$ cat src/rtl/golomb_encoder_assert.svh
// Assertion macros for the encoder top file, golomb_encoder.sv.
// Both sample on the rising edge of clk; the checked form is disabled in reset.
`ifndef GOLOMB_ENCODER_ASSERT_SVH
`define GOLOMB_ENCODER_ASSERT_SVH

// Check a property outside reset.
`define GLE_ASSERT(label, prop, msg) \
  label: assert property (@(posedge clk) disable iff (!rst_n) (prop)) else $error(msg);

// Check a property at every edge, reset included.
`define GLE_ASSERT_ALWAYS(label, prop, msg) \
  label: assert property (@(posedge clk) (prop)) else $error(msg);

`endif

$ cat src/rtl/gle_pkg.sv
// ----------------------------------------------------------------------------
// gle_pkg
// Shared widths and the structs between the Golomb encoder blocks.
// ----------------------------------------------------------------------------
package gle_pkg;

  localparam int DIV_W  = 16;             // value, divisor, quotient, remainder
  localparam int CNT_W  = $clog2(DIV_W);  // divider step counter
  localparam int LEN_W  = 5;              // suffix length and ceil-log2
  localparam int CODE_W = 32;             // code_chunk field
  localparam int BITS_W = 6;              // chunk_bits field

  // Divider result, valid for one cycle with done
  typedef struct packed {
    logic             done;
    logic [DIV_W-1:0] quot;
    logic [DIV_W-1:0] rem;
    logic [LEN_W-1:0] clog;
  } div_res_t;

  // Load command for the bit serializer
  typedef struct packed {
    logic             load;
    logic             flag;
    logic [DIV_W-1:0] unary;
    logic [DIV_W-1:0] sfx;
    logic [LEN_W-1:0] len;
  } ser_load_t;

endpackage

$ cat src/rtl/golomb_encoder.sv
// ----------------------------------------------------------------------------
// golomb_encoder
// Golomb encoder with truncated-binary remainder, emitting the code as chunks.
//
//   channel  dir  handshake            payload
//   in_      in   in_tvalid/in_tready  tdata: value
//   out_     out  out_tvalid/out_tready tdata: code_chunk, chunk_bits;
//                                      tlast: last_chunk; tuser: too_long
//   cfg_     in   cfg_wr_en            cfg_wr_data: divisor
//
// One item at a time: the serial divider runs its 16 bit steps and raises done,
// the suffix is formed in S_CALC, then the serializer shifts out one code bit
// per cycle (q + 1 + suffix length bits) while its output slot is free, or one
// empty chunk for a flagged item, and the FSM returns to idle before the next
// input transfer. A chunk stalled in the output register by out_tready
// holds the serializer. Reset sets divisor to 1 and clears all control state.
// ----------------------------------------------------------------------------
module golomb_encoder
  import gle_pkg::*;
#(
  parameter int VALUE_WIDTH  = 16,
  parameter int CHUNK_WIDTH  = 32,
  parameter int MAX_QUOTIENT = 1023
) (
  input  logic        clk,
  input  logic        rst_n,
  input  logic        in_tvalid,
  output logic        in_tready,
  input  logic [15:0] in_tdata,    // [15:0] value
  output logic        out_tvalid,
  input  logic        out_tready,
  output logic [39:0] out_tdata,   // [31:0] code_chunk, [37:32] chunk_bits, [39:38] zero
  output logic        out_tlast,
  output logic        out_tuser,   // [0] too_long
  input  logic        cfg_wr_en,
  input  logic [15:0] cfg_wr_data
);

  localparam int VW_EFF    = (VALUE_WIDTH > DIV_W) ? DIV_W : VALUE_WIDTH;
  localparam int EFF_CHUNK = (CHUNK_WIDTH > CODE_W) ? CODE_W : CHUNK_WIDTH;
  localparam int CODE_MAX  = 64 * EFF_CHUNK;
  localparam logic [DIV_W-1:0] VMASK = DIV_W'((32'd1 << VW_EFF) - 32'd1);

  localparam logic [1:0] S_IDLE = 2'd0;
  localparam logic [1:0] S_DIV  = 2'd1;
  localparam logic [1:0] S_CALC = 2'd2;
  localparam logic [1:0] S_SER  = 2'd3;

  logic [1:0]        state_r, state_nxt;
  logic [DIV_W-1:0]  divisor_r;
  logic              in_xfer;
  div_res_t          div_res;
  div_res_t          res_r;
  ser_load_t         ser_cmd;
  logic              ser_busy;
  logic [CODE_W-1:0] o_chunk;
  logic [BITS_W-1:0] o_bits;
  logic [DIV_W:0]    pow_b;
  logic [DIV_W:0]    u_off;
  logic [DIV_W:0]    sfx_w;
  logic [LEN_W-1:0]  len_c;
  logic [DIV_W:0]    total;
  logic              too_long;

  assign in_tready = (state_r == S_IDLE);
  assign in_xfer   = in_tvalid && in_tready;

  // Hold the divisor register
  always_ff @(posedge clk) begin
    if (!rst_n) begin
      divisor_r <= DIV_W'(1);
    end else if (cfg_wr_en) begin
      divisor_r <= cfg_wr_data;
    end
  end

  gle_divider u_div (
    .clk       (clk),
    .rst_n     (rst_n),
    .start_i   (in_xfer),
    .dividend_i(in_tdata & VMASK),
    .divisor_i (divisor_r),
    .res_o     (div_res)
  );

  // Capture the quotient, remainder and ceil-log2
  always_ff @(posedge clk) begin
    if (div_res.done) begin
      res_r <= div_res;
    end
  end

  // Truncated-binary suffix and the too-long check
  always_comb begin
    pow_b = (DIV_W+1)'(1) << res_r.clog;
    u_off = pow_b - {1'b0, divisor_r};
    if ({1'b0, res_r.rem} >= u_off) begin
      len_c = res_r.clog;
      sfx_w = {1'b0, res_r.rem} + u_off;
    end else begin
      len_c = res_r.clog - LEN_W'(1);
      sfx_w = {1'b0, res_r.rem};
    end
    total    = {1'b0, res_r.quot} + (DIV_W+1)'(1) + (DIV_W+1)'(len_c);
    too_long = (divisor_r == '0) || (res_r.quot > DIV_W'(MAX_QUOTIENT))
               || (total > (DIV_W+1)'(CODE_MAX));
  end

  assign ser_cmd.load  = (state_r == S_CALC);
  assign ser_cmd.flag  = too_long;
  assign ser_cmd.unary = res_r.quot;
  assign ser_cmd.sfx   = sfx_w[DIV_W-1:0];
  assign ser_cmd.len   = len_c;

  // Sequence one item: divide, form the suffix, serialize
  always_comb begin
    state_nxt = state_r;
    case (state_r)
      S_IDLE:  if (in_xfer) state_nxt = S_DIV;
      S_DIV:   if (div_res.done) state_nxt = S_CALC;
      S_CALC:  state_nxt = S_SER;
      S_SER:   if (!ser_busy) state_nxt = S_IDLE;
      default: state_nxt = S_IDLE;
    endcase
  end

  always_ff @(posedge clk) begin
    if (!rst_n) begin
      state_r <= S_IDLE;
    end else begin
      state_r <= state_nxt;
    end
  end

  gle_serializer #(
    .CHUNK_BITS(EFF_CHUNK)
  ) u_ser (
    .clk        (clk),
    .rst_n      (rst_n),
    .cmd_i      (ser_cmd),
    .busy_o     (ser_busy),
    .out_valid_o(out_tvalid),
    .out_ready_i(out_tready),
    .out_chunk_o(o_chunk),
    .out_bits_o (o_bits),
    .out_last_o (out_tlast),
    .out_flag_o (out_tuser)
  );

  assign out_tdata = {2'b00, o_bits, o_chunk};

  // Checks
`include "golomb_encoder_assert.svh"

  `GLE_ASSERT(a_flag_shape, out_tvalid && out_tuser |-> out_tlast && out_tdata[37:32] == 6'd0, "flagged result must be an empty last chunk")
  `GLE_ASSERT(a_chunk_size, out_tvalid && !out_tuser |-> out_tdata[37:32] != 6'd0 && out_tdata[37:32] <= 6'(EFF_CHUNK), "code chunk size out of range")
  `GLE_ASSERT(a_div_in_div, div_res.done |-> state_r == S_DIV, "divider finished outside the divide phase")
  `GLE_ASSERT(a_one_item, in_tvalid && in_tready |=> !in_tready, "input accepted while an item is in flight")

endmodule

$ cat src/rtl/gle_divider.sv
// ----------------------------------------------------------------------------
// gle_divider
// Restoring divider, one quotient bit per cycle, with a ceil-log2 scan of the
// divisor running alongside.
// ----------------------------------------------------------------------------
module gle_divider
  import gle_pkg::*;
(
  input  logic             clk,
  input  logic             rst_n,
  input  logic             start_i,
  input  logic [DIV_W-1:0] dividend_i,
  input  logic [DIV_W-1:0] divisor_i,
  output div_res_t         res_o
);

  logic             busy_r, busy_nxt;
  logic             done_r, done_nxt;
  logic [CNT_W-1:0] cnt_r, cnt_nxt;
  logic [DIV_W-1:0] dvd_r, dvd_nxt;
  logic [DIV_W-1:0] rem_r, rem_nxt;
  logic [DIV_W-1:0] quo_r, quo_nxt;
  logic [DIV_W-1:0] mm1_r, mm1_nxt;
  logic [LEN_W-1:0] clog_r, clog_nxt;
  logic             found_r, found_nxt;
  logic [DIV_W:0]   rem_t;
  logic [DIV_W:0]   rem_sub;
  logic             ge;

  // One restoring step and one scan step per cycle
  always_comb begin
    busy_nxt  = busy_r;
    done_nxt  = 1'b0;
    cnt_nxt   = cnt_r;
    dvd_nxt   = dvd_r;
    rem_nxt   = rem_r;
    quo_nxt   = quo_r;
    mm1_nxt   = mm1_r;
    clog_nxt  = clog_r;
    found_nxt = found_r;
    rem_t     = {rem_r, dvd_r[DIV_W-1]};
    ge        = rem_t >= {1'b0, divisor_i};
    rem_sub   = rem_t - {1'b0, divisor_i};
    if (start_i) begin
      busy_nxt  = 1'b1;
      cnt_nxt   = '0;
      dvd_nxt   = dividend_i;
      rem_nxt   = '0;
      quo_nxt   = '0;
      mm1_nxt   = divisor_i - DIV_W'(1);
      clog_nxt  = '0;
      found_nxt = 1'b0;
    end else if (busy_r) begin
      rem_nxt = ge ? rem_sub[DIV_W-1:0] : rem_t[DIV_W-1:0];
      quo_nxt = {quo_r[DIV_W-2:0], ge};
      dvd_nxt = {dvd_r[DIV_W-2:0], 1'b0};
      mm1_nxt = {mm1_r[DIV_W-2:0], 1'b0};
      // bit length of divisor-1 is the first set bit seen from the top
      if (mm1_r[DIV_W-1] && !found_r) begin
        clog_nxt  = LEN_W'(DIV_W) - LEN_W'(cnt_r);
        found_nxt = 1'b1;
      end
      cnt_nxt = cnt_r + CNT_W'(1);
      if (cnt_r == CNT_W'(DIV_W - 1)) begin
        busy_nxt = 1'b0;
        done_nxt = 1'b1;
      end
    end
  end

  always_ff @(posedge clk) begin
    if (!rst_n) begin
      busy_r <= 1'b0;
      done_r <= 1'b0;
    end else begin
      busy_r <= busy_nxt;
      done_r <= done_nxt;
    end
    cnt_r   <= cnt_nxt;
    dvd_r   <= dvd_nxt;
    rem_r   <= rem_nxt;
    quo_r   <= quo_nxt;
    mm1_r   <= mm1_nxt;
    clog_r  <= clog_nxt;
    found_r <= found_nxt;
  end

  assign res_o.done = done_r;
  assign res_o.quot = quo_r;
  assign res_o.rem  = rem_r;
  assign res_o.clog = clog_r;

endmodule

$ cat src/rtl/gle_serializer.sv
// ----------------------------------------------------------------------------
// gle_serializer
// Shifts the code out one bit per cycle, while the output slot is free, into a
// chunk register and hands full or final chunks to the output register.
// ----------------------------------------------------------------------------
module gle_serializer
  import gle_pkg::*;
#(
  parameter int CHUNK_BITS = 32
) (
  input  logic              clk,
  input  logic              rst_n,
  input  ser_load_t         cmd_i,
  output logic              busy_o,
  output logic              out_valid_o,
  input  logic              out_ready_i,
  output logic [CODE_W-1:0] out_chunk_o,
  output logic [BITS_W-1:0] out_bits_o,
  output logic              out_last_o,
  output logic              out_flag_o
);

  logic [DIV_W-1:0]  unary_r, unary_nxt;
  logic              term_r, term_nxt;
  logic [DIV_W-1:0]  sfx_r, sfx_nxt;
  logic [LEN_W-1:0]  len_r, len_nxt;
  logic              flag_r, flag_nxt;
  logic [CODE_W-1:0] chunk_r, chunk_nxt;
  logic [BITS_W-1:0] cnt_r, cnt_nxt;
  logic              ov_r, ov_nxt;
  logic [CODE_W-1:0] oc_r, oc_nxt;
  logic [BITS_W-1:0] ob_r, ob_nxt;
  logic              ol_r, ol_nxt;
  logic              of_r, of_nxt;
  logic              active;
  logic              slot_free;
  logic              code_bit;
  logic [CODE_W-1:0] chunk_sh;
  logic [BITS_W-1:0] cnt_inc;
  logic              drained;

  assign active    = (unary_r != '0) || term_r || (len_r != '0);
  assign slot_free = !ov_r || out_ready_i;
  assign busy_o    = active || flag_r;

  // Next code bit: unary ones, the terminating zero, then the suffix MSB first
  always_comb begin
    unary_nxt = unary_r;
    term_nxt  = term_r;
    len_nxt   = len_r;
    code_bit  = 1'b0;
    if (unary_r != '0) begin
      code_bit  = 1'b1;
      unary_nxt = unary_r - DIV_W'(1);
    end else if (term_r) begin
      term_nxt = 1'b0;
    end else if (len_r != '0) begin
      len_nxt  = len_r - LEN_W'(1);
      code_bit = sfx_r[len_nxt[CNT_W-1:0]];
    end
    chunk_sh = {chunk_r[CODE_W-2:0], code_bit};
    cnt_inc  = cnt_r + BITS_W'(1);
    drained  = (unary_nxt == '0) && !term_nxt && (len_nxt == '0);
  end

  // Advance one bit when the output slot is free; push full or final chunks
  always_comb begin
    flag_nxt  = flag_r;
    sfx_nxt   = sfx_r;
    chunk_nxt = chunk_r;
    cnt_nxt   = cnt_r;
    ov_nxt    = ov_r && !out_ready_i;
    oc_nxt    = oc_r;
    ob_nxt    = ob_r;
    ol_nxt    = ol_r;
    of_nxt    = of_r;
    if (cmd_i.load) begin
      flag_nxt  = cmd_i.flag;
      sfx_nxt   = cmd_i.sfx;
      chunk_nxt = '0;
      cnt_nxt   = '0;
    end else if (slot_free && flag_r) begin
      flag_nxt = 1'b0;
      ov_nxt   = 1'b1;
      oc_nxt   = '0;
      ob_nxt   = '0;
      ol_nxt   = 1'b1;
      of_nxt   = 1'b1;
    end else if (slot_free && active) begin
      if (cnt_inc == BITS_W'(CHUNK_BITS) || drained) begin
        ov_nxt    = 1'b1;
        oc_nxt    = chunk_sh;
        ob_nxt    = cnt_inc;
        ol_nxt    = drained;
        of_nxt    = 1'b0;
        chunk_nxt = '0;
        cnt_nxt   = '0;
      end else begin
        chunk_nxt = chunk_sh;
        cnt_nxt   = cnt_inc;
      end
    end
  end

  always_ff @(posedge clk) begin
    if (!rst_n) begin
      unary_r <= '0;
      term_r  <= 1'b0;
      len_r   <= '0;
      flag_r  <= 1'b0;
      ov_r    <= 1'b0;
    end else begin
      ov_r   <= ov_nxt;
      flag_r <= flag_nxt;
      if (cmd_i.load) begin
        // a flagged item carries no code bits
        unary_r <= cmd_i.flag ? '0 : cmd_i.unary;
        term_r  <= !cmd_i.flag;
        len_r   <= cmd_i.flag ? '0 : cmd_i.len;
      end else if (slot_free && active && !flag_r) begin
        unary_r <= unary_nxt;
        term_r  <= term_nxt;
        len_r   <= len_nxt;
      end
    end
    sfx_r   <= sfx_nxt;
    chunk_r <= chunk_nxt;
    cnt_r   <= cnt_nxt;
    oc_r    <= oc_nxt;
    ob_r    <= ob_nxt;
    ol_r    <= ol_nxt;
    of_r    <= of_nxt;
  end

  assign out_valid_o = ov_r;
  assign out_chunk_o = oc_r;
  assign out_bits_o  = ob_r;
  assign out_last_o  = ol_r;
  assign out_flag_o  = of_r;

endmodule

$ cat config.mk
export PLATFORM = sky130hd
export DESIGN_NAME = golomb_encoder
export DESIGN_NICKNAME = d
export VERILOG_FILES = /design/src/rtl/gle_pkg.sv /design/src/rtl/golomb_encoder.sv /design/src/rtl/gle_divider.sv /design/src/rtl/gle_serializer.sv
export VERILOG_INCLUDE_DIRS = /design/src /design/src/rtl
export SDC_FILE = /design/constraint.sdc
export NUM_CORES = 1
export LEC_CHECK = 0
export BUFFER_PORTS_ARGS = -buffer_cell sky130_fd_sc_hd__buf_2
export CORE_ASPECT_RATIO = 1.2
export CORE_UTILIZATION = 50
export CTS_BUF_LIST = sky130_fd_sc_hd__clkbuf_4 sky130_fd_sc_hd__clkbuf_8 sky130_fd_sc_hd__clkbuf_16
export DETAILED_ROUTE_END_ITERATION = 6
export MAX_ROUTING_LAYER = met4
export PLACE_DENSITY = 0.7
export SLEW_MARGIN = 15
export SYNTH_ARGS = -nofsm -noshare
export SYNTH_HDL_FRONTEND = slang
export SYNTH_HIERARCHICAL = 1
export SYNTH_SLANG_ARGS = --single-unit
$ cat constraint.sdc
create_clock -name clk -period 5.5 [get_ports clk]
set_input_delay 0 -clock clk [delete_from_list [all_inputs] [get_ports clk]]
set_output_delay 0 -clock clk [all_outputs]
set_load 0.01 [all_outputs]
**Word-level counts from Yosys, hierarchy flattened**

Index checks and enable logic that the tools add are counted.
W data, S select, Z words.

- Bits in registers: 248
- Bits of input ports: 37
- Output and inout port bits: 44
- Word-level logic and storage cells: 142

- Add/subtract/negate cells: 12
- Order comparisons: 5
- Equality and inequality tests: 8
- Shift-type cells: 1
- Mux-type cells: 49
- Bitwise gates (word level): 4
- Reduce and logical (&&, ||, !) cells: 37

Operators with widths:

| kind | number |
|---|---|
| $mux W16 | 10 |
| $mux W32 | 2 |
| $mux W5 | 7 |
| $logic_not A16 Y1 | 2 |
| $sub A16 B1 Y16 const B | 2 |
| $mux W31 | 1 |
| $mux W1 | 21 |
| $mux W6 | 3 |
| $add A16 B1 Y17 const B | 1 |
| $add A17 B5 Y17 | 1 |
| $ge A16 B17 Y1 | 1 |
| $ge A17 B16 Y1 | 1 |
| $gt A17 B12 Y1 const B | 1 |
| $shl A1 B5 Y17 const A | 1 |
| $sub A17 B16 Y17 | 1 |
| $add A16 B16 Y16 | 1 |
| $gt A16 B10 Y1 const B | 1 |
| $reduce_bool A16 Y1 | 1 |
| $sub A16 B16 Y16 | 1 |
| $reduce_bool A2 Y1 | 5 |
| $sub A5 B1 Y5 const B | 2 |
| $logic_and A1 B1 Y1 | 8 |
| $pmux W2 S4 | 1 |
| $logic_or A1 B1 Y1 | 7 |
| 20 further kinds | 34 |

**Longest topological paths before layout**

Gate-level depths: netlist (run 1).

- Depth after elaboration: 11
- Mapped depth: 23
- Mapped depth without buffers: 23

**By module**

The synthesis (run 1) kept the hierarchy.

By module, submodules not included:

| module | instances | cells each | area an instance (um^2) | sequential area each (um^2) |
|---|---|---|---|---|
| gle_serializer | 1 | 474 | 5,187.5 | 2,902.8 |
| golomb_encoder | 1 | 459 | 4,344.2 | 1,471.4 |
| gle_divider | 1 | 433 | 4,215.3 | 1,841.8 |

**Worst setup path after synthesis (run 1)**

OpenSTA, ideal clock, no wires.

- Path type: reg-to-reg
- Start point: register u_ser.len_r[0]
- End point: register u_ser.ob_r[0] (netlist: u_ser/out_bits_o[0]), enable pin
- Library setup time: 0.498 ns
- Arrival: 5.558 ns
- Required time: 5.002 ns
- Setup slack: -0.555 ns
- Cell stages (with the launch flop): 13
- Path buffers: 2
- Period minus slack after synthesis: 6.055 ns
- Cell sequence: dfxtp_1 -> clkbuf_1 -> inv_1 -> ha_1 -> nor4b_1 -> or2_2 -> o41ai_1 -> a21oi_1 -> a2111oi_2 -> nand4_1 -> buf_4 -> nor2b_4 -> o31ai_1

- Longest elaborated chain between the ends: 9
- Elaborated cells between the ends (all ways): 13
- Classes of those cells: 1 x add/sub; 3 x mux; 9 x reduce/logical

RTL lines:

| item | line | RTL |
|---|---|---|
| from (decl) | gle_serializer.sv:26 | `logic [LEN_W-1:0] len_r, len_nxt;` |
| from (signal assigned) | gle_serializer.sv:119 | `len_r <= cmd_i.flag ? '0 : cmd_i.len;` |
| from (signal assigned) | gle_serializer.sv:123 | `len_r <= len_nxt;` |
| $sub A5 B1 Y5 / $reduce_bool A5 Y1 (equally long branches) | gle_serializer.sv:58, gle_serializer.sv:42, gle_serializer.sv:57 |  |
| $mux W5 | gle_serializer.sv:57 | `end else if (len_r != '0) begin` |
| $mux W5 | gle_serializer.sv:55 | `end else if (term_r) begin` |
| $mux W5 | gle_serializer.sv:52 | `if (unary_r != '0) begin` |
| $logic_not A5 Y1 | gle_serializer.sv:63 | `drained = (unary_nxt == '0) && !term_nxt && (len_nxt == '0);` |
| $logic_and A1 B1 Y1 | gle_serializer.sv:63 |  |
| $logic_or A1 B1 Y1 | gle_serializer.sv:90 | `if (cnt_inc == BITS_W'(CHUNK_BITS) \|\| drained) begin` |
| $reduce_bool A2 Y1 (no line) | - |  |
| $reduce_and A3 Y1 (no line) * | - |  |
| to (signal assigned) | gle_serializer.sv:130 | `ob_r <= ob_nxt;` |
| to (decl) | gle_serializer.sv:32 | `logic [BITS_W-1:0] ob_r, ob_nxt;` |

Every way passes the cells marked *; elsewhere a longest branch is shown, timed or not.
A chain may end at the register's enable or synchronous reset.

**Final worst setup path (run 1)**

- Start point: register res_r[1] (netlist bit)
- End point: register u_ser.len_r[1]

- Longest elaborated chain between the ends: 9
- Elaborated cells between the ends (all ways): 10
- Classes of those cells: 3 x add/sub; 2 x order compare; 1 x shift; 3 x mux; 1 x reduce/logical

RTL lines:

| item | line | RTL |
|---|---|---|
| from (decl) | golomb_encoder.sv:53 | `div_res_t res_r;` |
| from (signal assigned) | golomb_encoder.sv:89 | `res_r <= div_res;` |
| $shl A1 B5 Y17 | golomb_encoder.sv:95 | `pow_b = (DIV_W+1)'(1) << res_r.clog;` |
| $sub A17 B16 Y17 | golomb_encoder.sv:96 | `u_off = pow_b - {1'b0, divisor_r};` |
| $ge A16 B17 Y1 | golomb_encoder.sv:97 | `if ({1'b0, res_r.rem} >= u_off) begin` |
| $mux W5 * | golomb_encoder.sv:97 |  |
| via len_c[1] | golomb_encoder.sv:61 | `logic [LEN_W-1:0] len_c;` |
| $add A17 B5 Y17 | golomb_encoder.sv:104 | `total = {1'b0, res_r.quot} + (DIV_W+1)'(1) + (DIV_W+1)'(len_c);` |
| $gt A17 B12 Y1 | golomb_encoder.sv:106 | `\|\| (total > (DIV_W+1)'(CODE_MAX));` |
| $logic_or A1 B1 Y1 | golomb_encoder.sv:106 |  |
| $mux W5 * | gle_serializer.sv:119 |  |
| $mux W5 * | gle_serializer.sv:115 | `if (cmd_i.load) begin` |

Mark *: on every way through the listed nets, which the timed path passes. The rest lies on a longest branch.

==> results of run 1 <==
tightest hold or removal path, stage by stage:
cell,delay [ns]
buf_2,0.11
o221ai_1,0.31
a211oi_1,0.09
kinds of logic after synthesis:
family	after synthesis	synth area share, %
DFF	248	45.22
xor gates and xnor gates	68	4.332
AOI/OAI and AO/OA	311	15.35
muxes	72	5.980
adders and majority gates	82	7.627
buffers and inverters	145	4.887
other	1	0.02728
and+or+nand+nor	439	16.57
Yosys cell counts, types with 4 or more instances:
cell and instances:
nand2b_1 13, mux2i_1 39, nor3b_1 4, xnor2_1 45, edfxtp_1 125, a22o_1 33, xor2_1 23, nor3_1 42
or3_1 9, a21o_1 15, buf_2 6, nand2_1 65, ha_1 79, a221oi_1 4, mux4_2 5, a31oi_1 18
a21oi_1 90, nor4_1 17, a32oi_1 5, dfxtp_1 123, and2_1 38, o211ai_1 5, a211o_1 4, clkbuf_1 36
o21ai_0 51, buf_4 9, a311oi_1 11, o21bai_1 8, a41oi_1 7, o21a_1 4, nor2b_1 25, nand4_1 16
nor2_1 145, buf_6 7, o21ai_1 6, or2_2 7, a211oi_1 12, nand3b_1 5, mux2_2 27, nand3_1 21
inv_1 79, o31ai_1 11
what timing repair did:
action	in CTS	in global routing
hold endpoints to repair	42	0
setup endpoints to repair	0	12
buffers inserted	0	3
hold buffers	50	0
gates resized for setup	0	2
power groups by stage:
stage	logic [mW]	clock network, mW	registers [mW]
3_5_place_dp	3.05	0	2.92
2_1_floorplan	2.53	0	2.83
3_3_place_gp	2.97	0	2.91
4_1_cts	3.09	1.83	2.89
5_1_grt	3.45	1.91	2.95
6_report	3.12	1.80	2.89
layer usage:
metal / up-vias / track usage, %
li1: 5175 / -
met4: 0 / 8.520
met2: 306 / 39.23
met3: 69 / 2.145
met1: 4954 / 26.10
met5: - / -
how the worst max path moves through the flow:
| stage | slack [ns] | cells after the start | endpoint | from |
|---|---|---|---|---|
| floorplan | 0.69 | 12 | u_ser/out_bits_o[0] | u_ser/len_r[0] |
| global placement | 0.34 | 20 | u_ser/sfx_r[1] | res_r[0] |
| detailed placement | 0.20 | 22 | u_ser/len_r[1] | res_r[0] |
| CTS | 0.19 | 22 | u_ser/len_r[1] | res_r[0] |
| global route | -0.02 | 22 | u_ser/len_r[1] | res_r[1] |
| finish | 0.30 | 22 | u_ser/len_r[1] | res_r[1] |
cell usage in the layout (no fill, tap or decap), types with 9 or more instances in the layout:
master / synthesis / final
a31oi_1: 18 / 18
o31ai_1: 11 / 10
nor2b_1: 25 / 25
or3_1: 9 / 9
nand3_1: 21 / 21
nor3_1: 42 / 41
a311oi_1: 11 / 11
dfxtp_1: 123 / 122
mux2_2: 27 / 27
xor2_1: 23 / 23
a211oi_1: 12 / 12
inv_1: 79 / 79
nand2_1: 65 / 65
dlygate4sd3_1: 1 / 50
nand2b_1: 13 / 13
a21oi_1: 90 / 90
buf_2: 6 / 78
buf_4: 9 / 17
ha_1: 79 / 79
mux2i_1: 39 / 39
nand4_1: 16 / 16
nor4_1: 17 / 17
nor2_1: 145 / 144
edfxtp_1: 125 / 125
a22o_1: 33 / 33
and2_1: 38 / 36
xnor2_1: 45 / 45
clkbuf_16: 0 / 26
a21o_1: 15 / 15
o21ai_0: 51 / 51
cell type report:
class / instances / share of cell area (%)
clock buffers: 30 / 4.360
inverters: 80 / 1.906
clock inverters: 15 / 1.255
well taps: 340 / 2.700
multi-input cells: 974 / 43.73
repair buffers: 146 / 6.592
flip-flops and latches: 248 / 39.46
==> results.cfg, run 1 <==
[status]
status = finished clean

[sta]
setup_viol = 0
whs_ns = 0.02623
max_freq_ghz = 0.1923
tns_ns = 0
rsz0062_at_grt = true
final.min_clock_period_ns = 5.199
fin_ws_ns = 0.3009
worst_pin_slew_ns = 1.146
hold_viol_final = 0
post-route-period-util_pct = 94.53
slew_viol_final = 0
maxSlewHeadroom_pct = 23.30
fin_skew_ns = 0.01535

[place]
place_ws_ns = 0.2020
gp_congestion = 0.9337
dp_cells = 1735
post_dp_cell_area_mm2 = 0.01433
io_buffers = 78
dp_hpwl_mm = 21.60

[critical_path]
slowest_stage = or4b_4
critPathKind = flip-flop to flip-flop
worst-path-max-fanout = 13
regToRegStartpoint = res_r[1]
start_kind = flip-flop
critPathRequiredTime_ns = 5.94
crit_buf_inv = 2
critical_path.cell_chain = inv_1, ha_1, nand2b_1, or3_1, ha_1, inv_1, fa_1, a211oi_2, o21ai_1, a2111oi_2, or2_2, xnor2_1, ha_1, or4b_4, nor3_2, o21ai_1, a21o_1, a41o_4, or2_4, a21oi_1, a221oi_1, a211oi_1
r2r-end = u_ser/len_r[1]
reg2reg_depth = 22
cpPeakStageDelay_ns = 0.56
arrival_ns = 5.64
path_common_cell = ha_1
cp-end-kind = flip-flop
r2r_setup_slack_ns = 0.30
critPathTopFamily = simple AND/OR/NAND/NOR gates

[pwr]
p_total_mw = 7.808
p_clk_share_pct = 23.0
p_per_area_mw_per_mm2 = 495.6
ir_drop_mv = 0.3167
seqPwrFrac_pct = 37.0
internal_power_mw = 4.913
p_sw_mw = 2.895
switching_share_pct = 37.08
power_frac_comb_pct = 40.0
p_leak_nw = 6.293

[synth]
yosysTopAreaCell = edfxtp_1
netlist_instances = 1366
ys_async_sr_fraction_pct = 0
ys_types = 93
yosys-top-cells-area = edfxtp_1, dfxtp_1, ha_1
netlist_area_mm2 = 0.01375
yosys_warnings = 6
synth_edf_count = 125
ys.flop_type = edfxtp_1
synth_top_area_share_pct = 27.30
syn-mean-instance-area_um2 = 10.06
ys_seq_area_share_pct = 45.22
ys_ff_latch = 248

[grt]
grt_pass1_wl_mm = 49.64
grt_remaining_overflow = 0
grt_pass1_vias = 10139
grt_usage_pct = 22.19
antenna_found_initial = 0
grt_max_degree = 53

[clock_tree]
cts_sinks = 248
cts_tree = done
htreeDepth = 1
clk_pin_slew_ns = 0.06
clock_tree.buffer_depth = 3
clock_latency_ns = 0.54
numCtsBuffers = 25
root_buffer = clkbuf_16

[final_layout]
finalNonFillerCells = 1833
registers.top_by_ff_count = res_r
multi_input_area_mm2 = 0.006889
final-seq-area_mm2 = 0.006217
utilization_pct = 58.17
finalNetCount = 1594
n_fill_cell = 2322
finalInstanceArea_mm2 = 0.01576
largest_reg_flops = 37
areaGrowthSynthToFinish_pct = 14.61
drive_gt1_share_pct = 14.53
n_antenna_cell = 0

[floorplan]
die-width_um = 153.4
io_pins = 81
start_util_pct = 50.75
core.rowCount = 66
die_h_um = 183.6
design.die.area_mm2 = 0.02816
core_area_mm2 = 0.02709

[hold_path]
hold_class = input pin to flip-flop
holdPathEnd = state_r[0]
min_path_cells = 3
hold_path_startpoint = in_tvalid

[route]
wl_met3_mm = 1.335
via_per_inst = 5.730
wl_met2_mm = 15.33
wl_per_cell_um = 16.81
highest_layer = met4
ant_nets = 0
drt_first_pass_iters = 5
num_vias = 10504
drc_errors = 0
first_iter_violations = 774
m1WireLength_mm = 13.09
wl_mm = 30.81

[flow_run]
drv_cap = 0
Power figures use the tool's default switching activity.
==> run 2: changes to the inputs <==
==> constraint.sdc (replaced) <==
create_clock -name clk -period 4.25 [get_ports clk]
set_input_delay 0 -clock clk [delete_from_list [all_inputs] [get_ports clk]]
set_output_delay 0 -clock clk [all_outputs]
set_load 0.01 [all_outputs]
==> run 2 against run 1 <==
  * The run now ends with negative setup slack left
  * Clock power grew 23%
  * Clock-buffer cell count fell by 2
  * Largest cell class unchanged
  * Sequential power grew 29%
  * Largest power group unchanged
==> results.cfg, run 2 (synthesis results as in run 1) <==
[final_layout]
registers.top_by_ff_count = res_r
multi_input_area_mm2 = 0.007114
final_cell_mix = nor2_1, edfxtp_1, dfxtp_1
finalInstanceArea_mm2 = 0.01647
final-seq-area_mm2 = 0.006217
finalNetCount = 1666
final_common_cell = nor2_1
largest_reg_flops = 37
n_antenna_cell = 0
areaGrowthSynthToFinish_pct = 19.81
drive_gt1_share_pct = 21.07
n_fill_cell = 2271

[critical_path]
critical_path.cell_chain = inv_2, ha_4, nand2b_4, or3_1, ha_2, inv_2, fa_2, a211oi_4, o21ai_2, buf_4, a21oi_2, xnor2_1, ha_1, or4b_4, nor3_2, o21ai_1, a21o_1, a41o_4, nor2_4, buf_4, xnor2_2, a21o_1, a21oi_1, nor3_1
arrival_ns = 5.02
critPathLaunch = res_r[1]
slowest_stage = or4b_4
worst-path-max-fanout = 3
critPathKind = flip-flop to flip-flop
cpPeakStageDelay_ns = 0.53
regToRegStartpoint = res_r[1]
cp-end-kind = flip-flop
critPathRequiredTime_ns = 4.64
start_kind = flip-flop

[sta]
final.min_clock_period_ns = 4.630
rsz0062_at_grt = true
post-route-period-util_pct = 108.9
fin_skew_ns = 0.01441
setup_viol = 21
slew_viol_final = 0
maxSlewHeadroom_pct = 46.09
fin_ws_ns = -0.3804
worst_pin_slew_ns = 0.8068
hold_viol_final = 0
max_freq_ghz = 0.2160

[pwr]
p_leak_nw = 6.658
ir_drop_mv = 0.4200
p_per_area_mw_per_mm2 = 615.3

[clock_tree]
numCtsBuffers = 25
clock_latency_ns = 0.53
clock_tree.buffer_depth = 3
clk_pin_slew_ns = 0.06
root_buffer = clkbuf_16
cts_tree = done
htreeDepth = 1
cts_sinks = 248

[place]
gp_congestion = 0.9088
post_dp_cell_area_mm2 = 0.01503
place_ws_ns = -0.6371
io_buffers = 78
dp_hpwl_mm = 22.30

[route]
num_vias = 10683
wl_mm = 30.84
drt_first_pass_iters = 6
wl_per_cell_um = 16.18
via_per_inst = 5.605
first_iter_violations = 709
ant_nets = 0
drc_errors = 0

[status]
violations = negative setup slack
status = finished, violations left

[flow_run]
drv_cap = 0

[hold_path]
hold_path_startpoint = cfg_wr_en
hold_class = input pin to flip-flop

[floorplan]
start_util_pct = 50.75
core_area_mm2 = 0.02709
die_h_um = 183.6
design.die.area_mm2 = 0.02816
core.rowCount = 66
die-width_um = 153.4
io_pins = 81

[grt]
grt_pass1_wl_mm = 49.96
grt_remaining_overflow = 0
antenna_found_initial = 0
grt_usage_pct = 22.35
grt_pass1_vias = 10227
grt_max_degree = 51
==> run 2: cell types whose count changed in the layout (fill, tap and decap cells not counted), sizes merged <==
cell         delta
bufinv          -1
dlygate4sd3    -13
clkbuf          -2
buf            +85
clkinvlp        +5
clkinv          -1
==> run 2: path summary, 6_finish.rpt <==
path	end	slack, ns	depth (start not counted)
max	u_ser/len_r[0]	-0.38	24
min	divisor_r[5]	0.04	3
max reg2reg	u_ser/len_r[0]	-0.38	24
min reg2reg	res_r[36]	0.43	0
==> run 2: critical path: cells and delay by family (launching register included) <==
family	cells	cell delay, ns
buffers and inverters	4	0.47
AOI/OAI and AO/OA	8	1.11
and+or+nand+nor	6	1.24
xor gates and xnor gates	2	0.36
adders and majority gates	4	0.88
DFF	1	0.41
==> run 2: report_power, final <==
group          total, mW  leakage, nW  switching (mW)  internal (mW)
Clock               2.22        0.396           0.925           1.30
Combinational       4.20         4.08            2.44           1.75
Sequential          3.72         2.18           0.412           3.30
Total               10.1         6.66            3.78           6.35
==> run 2: timing repair <==
action | CTS | global route
setup endpoints to repair | 21 | 21
buffers inserted | 5 | 4
resized for setup | 22 | 22
pin swaps | 12 | 8
hold buffers | 37 | 0
endpoints found under the hold margin | 37 | 0
==> run 2: final cells by class <==
type	count	share of cell area (%)
multi-input cells	974	43.19
flip-flops and latches	248	37.75
repair buffers	218	9.556
clock buffers	28	3.973
well taps	340	2.583
inverters	80	1.823
clock inverters	18	1.124
==> run 2: through the flow <==
stage	setup TNS (ns)	utilization, %	hold WS [ns]	cells	total power, mW
floorplan	-6.313	-	0.1135	1367	6.943
global placement	-8.310	55.47	0.2374	1814	7.738
detailed placement	-10.86	55.47	0.2417	1814	7.830
CTS	-7.094	60.36	0.03163	1902	10.13
global route	-11.05	60.81	0.06535	1906	10.80
finish	-6.610	60.81	0.04144	1906	10.13
==> run 2: layer usage <==
layer	wire [um]	global-route usage, %	share of wire, %	up-vias
li1	-	-	-	5331
met1	13440	26.66	44	5012
met2	15210	39.36	49	273
met3	1172	2.216	3.8	67
met4	1017	7.880	3.3	0
met5	0	-	0	-
